**config.mk**
```make
export PLATFORM = sky130hd
export DESIGN_NAME = recursive_lock_with_wait_queue_unit
export DESIGN_NICKNAME = d
export VERILOG_FILES = /design/src/sv/rlwq_pkg.sv /design/src/sv/rlwq_ctrl.sv /design/src/sv/rlwq_dp.sv /design/src/sv/recursive_lock_with_wait_queue_unit.sv
export SDC_FILE = /design/constraint.sdc
export NUM_CORES = 1
export LEC_CHECK = 0
export ABC_AREA = 1
export BUFFER_PORTS_ARGS = -buffer_cell sky130_fd_sc_hd__buf_4
export CORE_MARGIN = 2
export CORE_UTILIZATION = 60
export CTS_CLUSTER_SIZE = 25
export DETAILED_ROUTE_END_ITERATION = 8
export PLACE_DENSITY = 0.79
export SLEW_MARGIN = 20
export SYNTH_ARGS = -nofsm -noshare
export SYNTH_HDL_FRONTEND = slang
export SYNTH_HIERARCHICAL = 1
export SYNTH_SLANG_ARGS = --single-unit
export TNS_END_PERCENT = 10
```
**constraint.sdc**
```tcl
create_clock -name i_clk -period 4.6 [get_ports i_clk]
set_input_delay 0.23 -clock i_clk [delete_from_list [all_inputs] [get_ports i_clk]]
set_output_delay 0.23 -clock i_clk [all_outputs]
set_load 0.01 [all_outputs]
```
**src/sv/rlwq_pkg.sv**
```systemverilog
// Shared types and constants of the recursive lock unit.
package rlwq_pkg;

    // Beat widths on the two stream channels.
    localparam int IN_TDATA_W  = 8;
    localparam int OUT_TDATA_W = 16;

    // Field widths fixed by the item format.
    localparam int OP_W     = 1;
    localparam int TID_W    = 4;
    localparam int STATUS_W = 3;
    localparam int HOLD_W   = 8;

    // Operation codes.
    localparam logic [OP_W-1:0] OP_ACQUIRE = 1'b0;
    localparam logic [OP_W-1:0] OP_RELEASE = 1'b1;

    // Result status codes.
    localparam logic [STATUS_W-1:0] ST_GRANTED    = 3'd0;
    localparam logic [STATUS_W-1:0] ST_QUEUED     = 3'd1;
    localparam logic [STATUS_W-1:0] ST_RELEASED   = 3'd2;
    localparam logic [STATUS_W-1:0] ST_NOT_HOLDER = 3'd3;
    localparam logic [STATUS_W-1:0] ST_DUP_WAIT   = 3'd4;
    localparam logic [STATUS_W-1:0] ST_FULL       = 3'd5;
    localparam logic [STATUS_W-1:0] ST_OVERFLOW   = 3'd6;

    // Commands from the controller to the datapath.
    typedef struct packed {
        logic capture;   // latch the incoming request beat
        logic execute;   // apply the request and load the result register
    } t_ctrl_cmd;

    // Status from the datapath to the controller.
    typedef struct packed {
        logic out_stall; // result register full and not being taken
    } t_dp_status;

endpackage

```
**src/sv/rlwq_ctrl.sv**
```systemverilog
// Controller state machine: sequences request capture and execution.
module rlwq_ctrl (
    input  logic                  i_clk,
    input  logic                  i_rst_n,
    input  logic                  i_in_valid,
    output logic                  o_in_ready,
    input  rlwq_pkg::t_dp_status  i_status,
    output rlwq_pkg::t_ctrl_cmd   o_cmd
);

    typedef enum logic [0:0] {
        S_IDLE,
        S_EXEC
    } t_state;

    t_state r_state;
    t_state n_state;

    // Next-state logic.
    always_comb begin
        n_state = r_state;
        unique case (r_state)
            S_IDLE: begin
                if (i_in_valid) begin
                    n_state = S_EXEC;
                end
            end
            S_EXEC: begin
                if (!i_status.out_stall) begin
                    n_state = S_IDLE;
                end
            end
            default: n_state = S_IDLE;
        endcase
    end

    // State register.
    always_ff @(posedge i_clk) begin
        if (!i_rst_n) begin
            r_state <= S_IDLE;
        end else begin
            r_state <= n_state;
        end
    end

    // Commands decoded from the state.
    assign o_in_ready    = (r_state == S_IDLE);
    assign o_cmd.capture = (r_state == S_IDLE) && i_in_valid;
    assign o_cmd.execute = (r_state == S_EXEC) && !i_status.out_stall;

endmodule

```
**src/sv/rlwq_dp.sv**
```systemverilog
// Datapath: lock owner and count, wait queue memory, waiter bitmap, result register.
module rlwq_dp #(
    parameter int THREAD_COUNT = 16,
    parameter int QUEUE_DEPTH  = 16,
    parameter int COUNT_BITS   = 8
) (
    input  logic                                 i_clk,
    input  logic                                 i_rst_n,
    input  rlwq_pkg::t_ctrl_cmd                  i_cmd,
    output rlwq_pkg::t_dp_status                 o_status,
    input  logic [rlwq_pkg::OP_W-1:0]            i_op,
    input  logic [rlwq_pkg::TID_W-1:0]           i_tid,
    output logic                                 o_out_valid,
    input  logic                                 i_out_ready,
    output logic [rlwq_pkg::STATUS_W-1:0]        o_res_status,
    output logic                                 o_res_woken_valid,
    output logic [rlwq_pkg::TID_W-1:0]           o_res_woken_thread,
    output logic [rlwq_pkg::HOLD_W-1:0]          o_res_hold_count
);

    localparam int TIDX_W    = $clog2(THREAD_COUNT);
    localparam int TEXT_W    = 9;
    localparam int QIDX_W    = (QUEUE_DEPTH > 1) ? $clog2(QUEUE_DEPTH) : 1;
    localparam int FILL_W    = $clog2(QUEUE_DEPTH + 1);
    localparam int CNT_EXT_W = (COUNT_BITS > rlwq_pkg::HOLD_W) ? COUNT_BITS : rlwq_pkg::HOLD_W;

    localparam logic [QIDX_W-1:0]     QLAST     = QIDX_W'(QUEUE_DEPTH - 1);
    localparam logic [FILL_W-1:0]     QFULL     = FILL_W'(QUEUE_DEPTH);
    localparam logic [TEXT_W-1:0]     TLIMIT    = TEXT_W'(THREAD_COUNT);
    localparam logic [COUNT_BITS-1:0] COUNT_MAX = {COUNT_BITS{1'b1}};

    // Captured request.
    logic [rlwq_pkg::OP_W-1:0]  r_op;
    logic [rlwq_pkg::TID_W-1:0] r_tid;

    // Lock state.
    logic                    r_owner_valid, n_owner_valid;
    logic [rlwq_pkg::TID_W-1:0] r_owner, n_owner;
    logic [COUNT_BITS-1:0]   r_count, n_count;
    logic [QIDX_W-1:0]       r_head, n_head;
    logic [QIDX_W-1:0]       r_tail, n_tail;
    logic [FILL_W-1:0]       r_fill, n_fill;
    logic [THREAD_COUNT-1:0] r_map, n_map;

    // Wait queue memory and its registered head read.
    logic [rlwq_pkg::TID_W-1:0] mem_queue [QUEUE_DEPTH];
    logic [rlwq_pkg::TID_W-1:0] r_head_data;

    // Result register.
    logic                          r_out_valid;
    logic [rlwq_pkg::STATUS_W-1:0] r_res_status;
    logic                          r_res_wvalid;
    logic [rlwq_pkg::TID_W-1:0]    r_res_wthread;
    logic [rlwq_pkg::HOLD_W-1:0]   r_res_hold;

    // Combinational decision.
    logic [rlwq_pkg::STATUS_W-1:0] n_status;
    logic                          n_wvalid;
    logic [rlwq_pkg::TID_W-1:0]    n_wthread;
    logic                          push;
    logic [TEXT_W-1:0]             tid_ext;
    logic [TEXT_W-1:0]             woken_ext;
    logic [TIDX_W-1:0]             tid_idx;
    logic [TIDX_W-1:0]             woken_idx;
    logic                          tid_ok;
    logic                          woken_ok;
    logic                          is_owner;
    logic [CNT_EXT_W-1:0]          count_ext;

    assign tid_ext   = TEXT_W'(r_tid);
    assign woken_ext = TEXT_W'(r_head_data);
    assign tid_idx   = tid_ext[TIDX_W-1:0];
    assign woken_idx = woken_ext[TIDX_W-1:0];
    assign tid_ok    = (tid_ext < TLIMIT);
    assign woken_ok  = (woken_ext < TLIMIT);
    assign is_owner  = r_owner_valid && (r_owner == r_tid);

    // Request capture.
    always_ff @(posedge i_clk) begin
        if (i_cmd.capture) begin
            r_op  <= i_op;
            r_tid <= i_tid;
        end
    end

    // Decide the outcome of the captured request.
    always_comb begin
        n_owner_valid = r_owner_valid;
        n_owner       = r_owner;
        n_count       = r_count;
        n_head        = r_head;
        n_tail        = r_tail;
        n_fill        = r_fill;
        n_map         = r_map;
        n_status      = rlwq_pkg::ST_NOT_HOLDER;
        n_wvalid      = 1'b0;
        n_wthread     = '0;
        push          = 1'b0;
        priority if (!tid_ok) begin
            n_status = rlwq_pkg::ST_NOT_HOLDER;
        end else if (r_op == rlwq_pkg::OP_ACQUIRE) begin
            priority if (is_owner) begin
                if (r_count == COUNT_MAX) begin
                    n_status = rlwq_pkg::ST_OVERFLOW;
                end else begin
                    n_count  = COUNT_BITS'(r_count + 1'b1);
                    n_status = rlwq_pkg::ST_GRANTED;
                end
            end else if (r_map[tid_idx]) begin
                n_status = rlwq_pkg::ST_DUP_WAIT;
            end else if (!r_owner_valid) begin
                n_owner_valid = 1'b1;
                n_owner       = r_tid;
                n_count       = COUNT_BITS'(1);
                n_status      = rlwq_pkg::ST_GRANTED;
            end else if (r_fill == QFULL) begin
                n_status = rlwq_pkg::ST_FULL;
            end else begin
                push             = 1'b1;
                n_tail           = (r_tail == QLAST) ? '0 : QIDX_W'(r_tail + 1'b1);
                n_fill           = FILL_W'(r_fill + 1'b1);
                n_map[tid_idx]   = 1'b1;
                n_status         = rlwq_pkg::ST_QUEUED;
            end
        end else begin
            priority if (!is_owner) begin
                n_status = rlwq_pkg::ST_NOT_HOLDER;
            end else if (r_count <= COUNT_BITS'(1)) begin
                // Final release frees the lock and wakes the head waiter.
                n_count       = '0;
                n_owner_valid = 1'b0;
                n_owner       = '0;
                n_status      = rlwq_pkg::ST_RELEASED;
                if (r_fill != '0) begin
                    n_wvalid  = 1'b1;
                    n_wthread = r_head_data;
                    n_head    = (r_head == QLAST) ? '0 : QIDX_W'(r_head + 1'b1);
                    n_fill    = FILL_W'(r_fill - 1'b1);
                    if (woken_ok) begin
                        n_map[woken_idx] = 1'b0;
                    end
                end
            end else begin
                n_count  = COUNT_BITS'(r_count - 1'b1);
                n_status = rlwq_pkg::ST_RELEASED;
            end
        end
    end

    assign count_ext = CNT_EXT_W'(n_count);

    // Lock state registers.
    always_ff @(posedge i_clk) begin
        if (!i_rst_n) begin
            r_owner_valid <= 1'b0;
            r_owner       <= '0;
            r_count       <= '0;
            r_head        <= '0;
            r_tail        <= '0;
            r_fill        <= '0;
            r_map         <= '0;
        end else if (i_cmd.execute) begin
            r_owner_valid <= n_owner_valid;
            r_owner       <= n_owner;
            r_count       <= n_count;
            r_head        <= n_head;
            r_tail        <= n_tail;
            r_fill        <= n_fill;
            r_map         <= n_map;
        end
    end

    // Wait queue: push at the tail, head entry read every cycle.
    always_ff @(posedge i_clk) begin
        if (i_cmd.execute && push) begin
            mem_queue[r_tail] <= r_tid;
        end
        r_head_data <= mem_queue[r_head];
    end

    // Result register valid flag.
    always_ff @(posedge i_clk) begin
        if (!i_rst_n) begin
            r_out_valid <= 1'b0;
        end else if (i_cmd.execute) begin
            r_out_valid <= 1'b1;
        end else if (i_out_ready) begin
            r_out_valid <= 1'b0;
        end
    end

    // Result register payload.
    always_ff @(posedge i_clk) begin
        if (i_cmd.execute) begin
            r_res_status  <= n_status;
            r_res_wvalid  <= n_wvalid;
            r_res_wthread <= n_wthread;
            r_res_hold    <= count_ext[rlwq_pkg::HOLD_W-1:0];
        end
    end

    assign o_status.out_stall = r_out_valid && !i_out_ready;
    assign o_out_valid        = r_out_valid;
    assign o_res_status       = r_res_status;
    assign o_res_woken_valid  = r_res_wvalid;
    assign o_res_woken_thread = r_res_wthread;
    assign o_res_hold_count   = r_res_hold;

endmodule

```
**src/sv/recursive_lock_with_wait_queue_unit.sv**
```systemverilog
// Top level of the recursive lock unit with a FIFO wait queue.
//
// Requests arrive on the s_axis channel, one acquire or release per beat.
// Each request yields exactly one result beat on the m_axis channel with the
// status, an optional woken waiter id and the holder's recursion count.
// A request is handled in a capture step, which latches the beat, and an
// execute step, which decides, updates the lock and loads the result register;
// the head of the wait queue is read from the queue memory through a
// registered port. A new request is not accepted until the previous one has
// executed, so requests are handled one at a time.
// The result register lets the next request be captured while the previous
// result still waits; if the receiver stalls, the request holds in its
// execute step until the result register frees, and s_axis_tready stays low.
// Reset (synchronous, active low) frees the lock, clears the owner, count,
// queue pointers and waiter bitmap, and empties the result register. The
// queue memory needs no clearing pass: only entries pushed earlier are read.
module recursive_lock_with_wait_queue_unit #(
    parameter int THREAD_COUNT = 16,
    parameter int QUEUE_DEPTH  = 16,
    parameter int COUNT_BITS   = 8
) (
    input  logic                                i_clk,
    input  logic                                i_rst_n,
    input  logic                                s_axis_tvalid,
    output logic                                s_axis_tready,
    // op [0], thread_id [4:1], zero pad [7:5]
    input  logic [rlwq_pkg::IN_TDATA_W-1:0]     s_axis_tdata,
    output logic                                m_axis_tvalid,
    input  logic                                m_axis_tready,
    // status [2:0], woken_valid [3], woken_thread [7:4], hold_count [15:8]
    output logic [rlwq_pkg::OUT_TDATA_W-1:0]    m_axis_tdata
);

    rlwq_pkg::t_ctrl_cmd  cmd;
    rlwq_pkg::t_dp_status dp_status;

    logic [rlwq_pkg::STATUS_W-1:0] res_status;
    logic                          res_wvalid;
    logic [rlwq_pkg::TID_W-1:0]    res_wthread;
    logic [rlwq_pkg::HOLD_W-1:0]   res_hold;

    // Controller.
    rlwq_ctrl u_ctrl (
        .i_clk      (i_clk),
        .i_rst_n    (i_rst_n),
        .i_in_valid (s_axis_tvalid),
        .o_in_ready (s_axis_tready),
        .i_status   (dp_status),
        .o_cmd      (cmd)
    );

    // Datapath.
    rlwq_dp #(
        .THREAD_COUNT (THREAD_COUNT),
        .QUEUE_DEPTH  (QUEUE_DEPTH),
        .COUNT_BITS   (COUNT_BITS)
    ) u_dp (
        .i_clk              (i_clk),
        .i_rst_n            (i_rst_n),
        .i_cmd              (cmd),
        .o_status           (dp_status),
        .i_op               (s_axis_tdata[0]),
        .i_tid              (s_axis_tdata[4:1]),
        .o_out_valid        (m_axis_tvalid),
        .i_out_ready        (m_axis_tready),
        .o_res_status       (res_status),
        .o_res_woken_valid  (res_wvalid),
        .o_res_woken_thread (res_wthread),
        .o_res_hold_count   (res_hold)
    );

    // Pack the result beat.
    assign m_axis_tdata = {res_hold, res_wthread, res_wvalid, res_status};

endmodule

```
Word level (Yosys, flattened, before mapping) --
Memory sizes are Yosys's and may differ from the RTL's. A register that Yosys moved wholly into a read port is not among the register bits. Cells that the tools add are included. W data, S select, Z words.
Word-level totals: memory bits (writable) 64, memories 1, register bits after elaboration 65, input bits 12
Memory list:
- u_dp.mem_queue | words 16, bits a word 4, rd ports 1, clocked after Yosys merged registers in 1, write ports 1, line rlwq_dp.sv:46 | logic [rlwq_pkg::TID_W-1:0] mem_queue [QUEUE_DEPTH];
Cells by class: $add $sub $neg 6, reduce and logical (&&, ||, !) cells 20, order comparisons 7, equal/unequal tests 13, bitwise gates (word level) 8, multiplexer cells 65
Operators with widths (number):
- $mux W16 | 9
- $mux W8 | 8
- $mux W5 | 8
- $mux W4 | 8
- $mux W1 | 22
- $lt A4 B5 Y1 const B | 4
- $mux W3 | 6
- $and A16 B16 Y16 | 1
- $not A16 Y16 | 1
- $or A16 B16 Y16 | 1
- $reduce_and A7 Y1 | 2
- $reduce_and A6 Y1 | 2
- $ne A2 B2 Y1 const B | 5
- $reduce_and A10 Y1 | 1
- $reduce_and A9 Y1 | 1
- $add A4 B1 Y4 const B | 2
- $add A8 B1 Y8 const B | 1
- $demux W1 S4 | 2
- $eq A4 B4 Y1 const B | 2
- $eq A8 B8 Y1 const B | 1
- $ge A4 B1 Y1 const B | 2
- $le A8 B1 Y1 const B | 1
- $sub A8 B1 Y8 const B | 1
- $logic_and A1 B1 Y1 | 7
- 13 further kinds | 21

Longest topological paths before layout --
word-level depth 11, depth in mapped cells 14, mapped depth without buffers 13

Hierarchy --
Netlist, hierarchy kept.
Modules (own cells, without submodules):
- rlwq_dp | times used 1, cells each 767, area each 6653.9 sq um, sequential area each 3493.4 sq um
- rlwq_ctrl | times used 1, cells each 10, area each 56.3 sq um, sequential area each 20.0 sq um
- recursive_lock_with_wait_queue_unit | times used 1, cells each 1, area each 7.5 sq um, sequential area each 0.0 sq um

Worst setup path before layout --
Ideal clock, no wire load.
path type register to register, from register u_dp/r_tid[1] in the netlist's numbering, to memory u_dp/mem_queue[10][0] in the netlist's numbering (enable), slack 2.321 ns, buffers on the path 3, data arrival time 1.918 ns, stages on the path, launching flop included 13, cells stage by stage edfxtp_1 > buf_4 > inv_2 > nand2_1 > nand2_1 > nor2_1 > nand3_2 > buf_6 > nand2_1 > inv_2 > nand3b_2 > buf_2 > nor3_1
Between the ends: word-level cells in the longest chain between the ends 9, elaborated cells between the ends (all ways) 12
Ends and longest elaborated chain:
- from (decl) | line rlwq_dp.sv:34 | logic [rlwq_pkg::TID_W-1:0] r_tid;
- from (signal assigned) | line rlwq_dp.sv:82 | r_tid <= i_tid;
- $bmux W1 S4 | line rlwq_dp.sv:109 | end else if (r_map[tid_idx]) begin
- $mux W1 (not written as such) | line rlwq_dp.sv:109
- $mux W1 | line rlwq_dp.sv:109
- $mux W1 | line rlwq_dp.sv:102 | priority if (is_owner) begin
- $mux W1 | line rlwq_dp.sv:101 | end else if (r_op == rlwq_pkg::OP_ACQUIRE) begin
- $mux W1 * | line rlwq_dp.sv:99 | priority if (!tid_ok) begin
- $logic_and A1 B1 Y1 * | line rlwq_dp.sv:175 | if (i_cmd.execute && push) begin
- $mux W1 * | line rlwq_dp.sv:175
- $mux W1 (not written as such) * | line rlwq_dp.sv:176 | mem_queue[r_tail] <= r_tid;
- to (decl) | line rlwq_dp.sv:46
Every way passes the cells marked *; elsewhere a longest branch is shown, timed or not. The select of a mux whose other input is x is not followed.

Worst setup path in the final report --
from register u_dp/r_tid[1] in the netlist's numbering, to register u_dp.r_fill[2]
Between the ends: word-level cells in the longest chain between the ends 4, elaborated cells between the ends (all ways) 11
Ends and longest elaborated chain:
- $bmux W1 S4 / $eq A4 B4 Y1 (equally long branches) | line rlwq_dp.sv:109, rlwq_dp.sv:76
- $mux W1 (not written as such) / $logic_and A1 B1 Y1 (equally long branches) | line rlwq_dp.sv:109, rlwq_dp.sv:76
- $ne A2 B1 Y1 (no source line), or another cell as far along
- $reduce_and A9 Y1 (no source line) *
- to (signal assigned) | line rlwq_dp.sv:168 | r_fill <= n_fill;
- to (decl) | line rlwq_dp.sv:42 | logic [FILL_W-1:0] r_fill, n_fill;
Marks and branches as above. A chain may end at the register's enable or synchronous reset.

==> reports/results.txt <==
max incr delay on CP: 720 ps
Max rail drop VDD: 260 µV
RSZ-0062 raised after global routing: no
drt wl/cell: 16.6 µm
clock latency on the worst-skew pair: 530 ps
Max Slew Vio Count: 0
H-tree levels: 4
I/O Buffers: 26
CTS tree: built
Synth top area share: 38.0%
Mapped Nets: 802
GP Congestion: 0.922
Leakage Power: 2.96 nW
proportion of synthesized area in mux cells: 0.745%
Hold Crit Class: input port to flop
Clock Sink Count: 133
I/O Pins: 30
status: complete, no violations
clk root buf: clkbuf_8
Worst Path Buf+Inv: 1
mean post-synth cell area: 8.63 µm²
worst-path cell chain: inv_2, nand2_1, nand2_1, nor2_1, nand3_2, nand2_1, nand2_1, nor2_4, nand3_2, o21ai_1, a21oi_1
Post-Synth Simple-Gate Area: 21.1%
HPWL after DPL: 10.1 mm
Seq cells post-synth: 133
Crit Path Max Fanout: 30
PD cells: 387 nW/µm²
CORE AREA: 10900 µm²
DRT iter0 DRCs: 600
total track usage: 28.3%
Worst setup EP type: flop
Clock Path Buffers: 2
# setup viols final: 0
dominant cells by area after synthesis: edfxtp_1 (38%), dfxtp_1 (14%), nand2_1 (8.7%)
Synth Area in XOR/XNOR: 1.83%
nets: 820
Chip Height: 110 µm
area of the die: 12100 µm²
final hold vios: 0
initial antenna violation count: 0
detailed-route via count: 5535
sequential area share after synthesis: 52.3%
worst-margin pin slew: 900 ps
share of layout cells above drive strength 1: 10.0%
crit path kind: flop to flop
Setup Skew: 5.51 ps
cell taking the most area after synthesis: edfxtp_1
first-pass GRT wire length: 26.0 mm
GRT overflow: 0
Post-synth EDFFs: 85
total of max-cap violations: 0
Crit path max-delay family: simple AND/OR/NAND/NOR gates
starting density of the core: 61.7%
Synth Instances: 778
Total Wirelength: 15.8 mm
diode count: 0
crit start category: flop
Rows: 38
Inserted Clock Buffers: 17
vias in the first global route: 5354
commonest non-fill, non-tap cells in the layout: nand2_1 (155), nor2_1 (99), edfxtp_1 (85)
complex-gate fraction of the synthesized area: 14.0%
antenna viol nets, final: 0
buffers inserted during post-CTS setup optimization: 0
Fin Setup TNS: 0 ps
synth warn: 6
clk slew on worst S/H paths: 60 ps
Mapped Area: 6720 µm²
commonest non-fill, non-tap cell in the layout: nand2_1
DR pass1 iterations: 5
WP data arrival: 3870 ps
largest family of logic cells by synthesized area: simple AND/OR/NAND/NOR gates
DRC Markers: 0
largest net degree at the start of global routing: 38
f_max: 0.287 GHz
Via-to-Cell Ratio: 5.83
top_reg_cell synth: edfxtp_1
Pwr Total: 2.94 mW
Crit-path slowest cell: edfxtp_1
fillcell total: 790
slew margin rel.: 39.9%
Yosys cell types: 38
most frequent CP cell: nand2_1
Syn-to-layout area delta: 13.2%
Final Cycle Share: 75.6%
post-layout minimum cycle time: 3480 ps
Worst Path Required: 4990 ps
Adder-Cell Fraction of Synth Area: 2.35%
Async SR Flop Fraction: 0%
Die Wd: 110 µm
final cells by class:
cell class / count / area, µm² / area share [%]
Sequential cell: 133 / 3510 / 46.2
Multi-Input combinational cell: 521 / 2690 / 35.3
Clock buffer: 20 / 425 / 5.59
Inverter: 85 / 319 / 4.19
Timing Repair Buffer: 38 / 303 / 3.98
Clock inverter: 12 / 184 / 2.42
Tap cell: 140 / 175 / 2.30
registers in the layout (all words and copies together) (netlist names), 4 cells and up:
register,count
u_dp/o_res_hold_count,8
u_dp/r_tid,4
u_dp/o_res_woken_thread,4
u_dp/r_map,16
u_dp/r_head,4
u_dp/r_fill,5
u_dp/r_tail,4
u_dp/r_owner,4
u_dp/mem_queue,64
u_dp/r_count,8
u_dp/r_head_data,4
through the flow:
stage | cells | setup slack [ps] | hold WS, ps | utilization, % | area (µm²)
2_1_floorplan | 778 | 2320 | 329 | - | 6720
3_3_place_gp | 910 | 1290 | 408 | 63.6 | 6930
3_5_place_dp | 910 | 1180 | 409 | 63.6 | 6930
4_1_cts | 949 | 1160 | 73.2 | 69.8 | 7600
5_1_grt | 949 | 789 | 94.8 | 69.9 | 7610
6_report | 949 | 1120 | 95.9 | 69.9 | 7610
worst register-to-register path: cells and delay by family (launching register included):
| family | cells | cell delay, ps |
|---|---|---|
| buffers and inverters | 1 | 180 |
| AND/OR/NAND/NOR | 8 | 2020 |
| AO/OA/AOI/OAI | 2 | 410 |
| flip-flops | 1 | 720 |
report_power, final:
part | total (mW) | internal [mW] | switching, mW | leakage [nW]
clock | 1.41 | 0.926 | 0.480 | 0.295
sequential | 1.33 | 1.30 | 0.0324 | 1.17
combinational | 0.205 | 0.0713 | 0.134 | 1.49
kinds of logic (layout without fill, tap and decap cells):
kind of cell,after synthesis,in the layout
compound gates,156,156
xor+xnor,14,14
fa+ha+maj,12,12
buf+inv,124,155
flops,133,133
mux,5,5
simple gates,334,334
layer usage:
metal	track usage [%]	share of wire [%]	up-vias
li1	-	-	2671
met1	37.3	42	2581
met2	45.8	49	255
met3	6.82	8.0	28
met4	9.67	1.4	0
met5	0	0	-
Yosys cell counts (13+ instances only):
cell        n
edfxtp_1   85
inv_1      79
nand3_1    32
a21oi_1    51
nor2_1     99
o211ai_1   13
o21ai_1    14
o21ai_0    50
clkbuf_1   23
nand2_1   155
nor3_1     20
nand4_1    17
dfxtp_1    48
worst paths after layout:
| path | startpoint | to | slack, ps | cells after the start |
|---|---|---|---|---|
| setup / recovery | u_dp/r_tid[1] | u_dp/r_fill[2] | 1120 | 11 |
| hold / removal | i_rst_n | u_dp/r_fill[1] | 100 | 3 |
| setup reg to reg | u_dp/r_tid[1] | u_dp/r_fill[2] | 1120 | 11 |
| hold reg to reg | u_dp/r_fill[2] | u_dp/r_fill[2] | 470 | 2 |
repair_timing:
item                      4_1_cts  5_1_grt
hold endpoints to repair        7        0
gates resized for setup         0        0
hold buffers                    7        0
(Power assumes the default switching activity.)
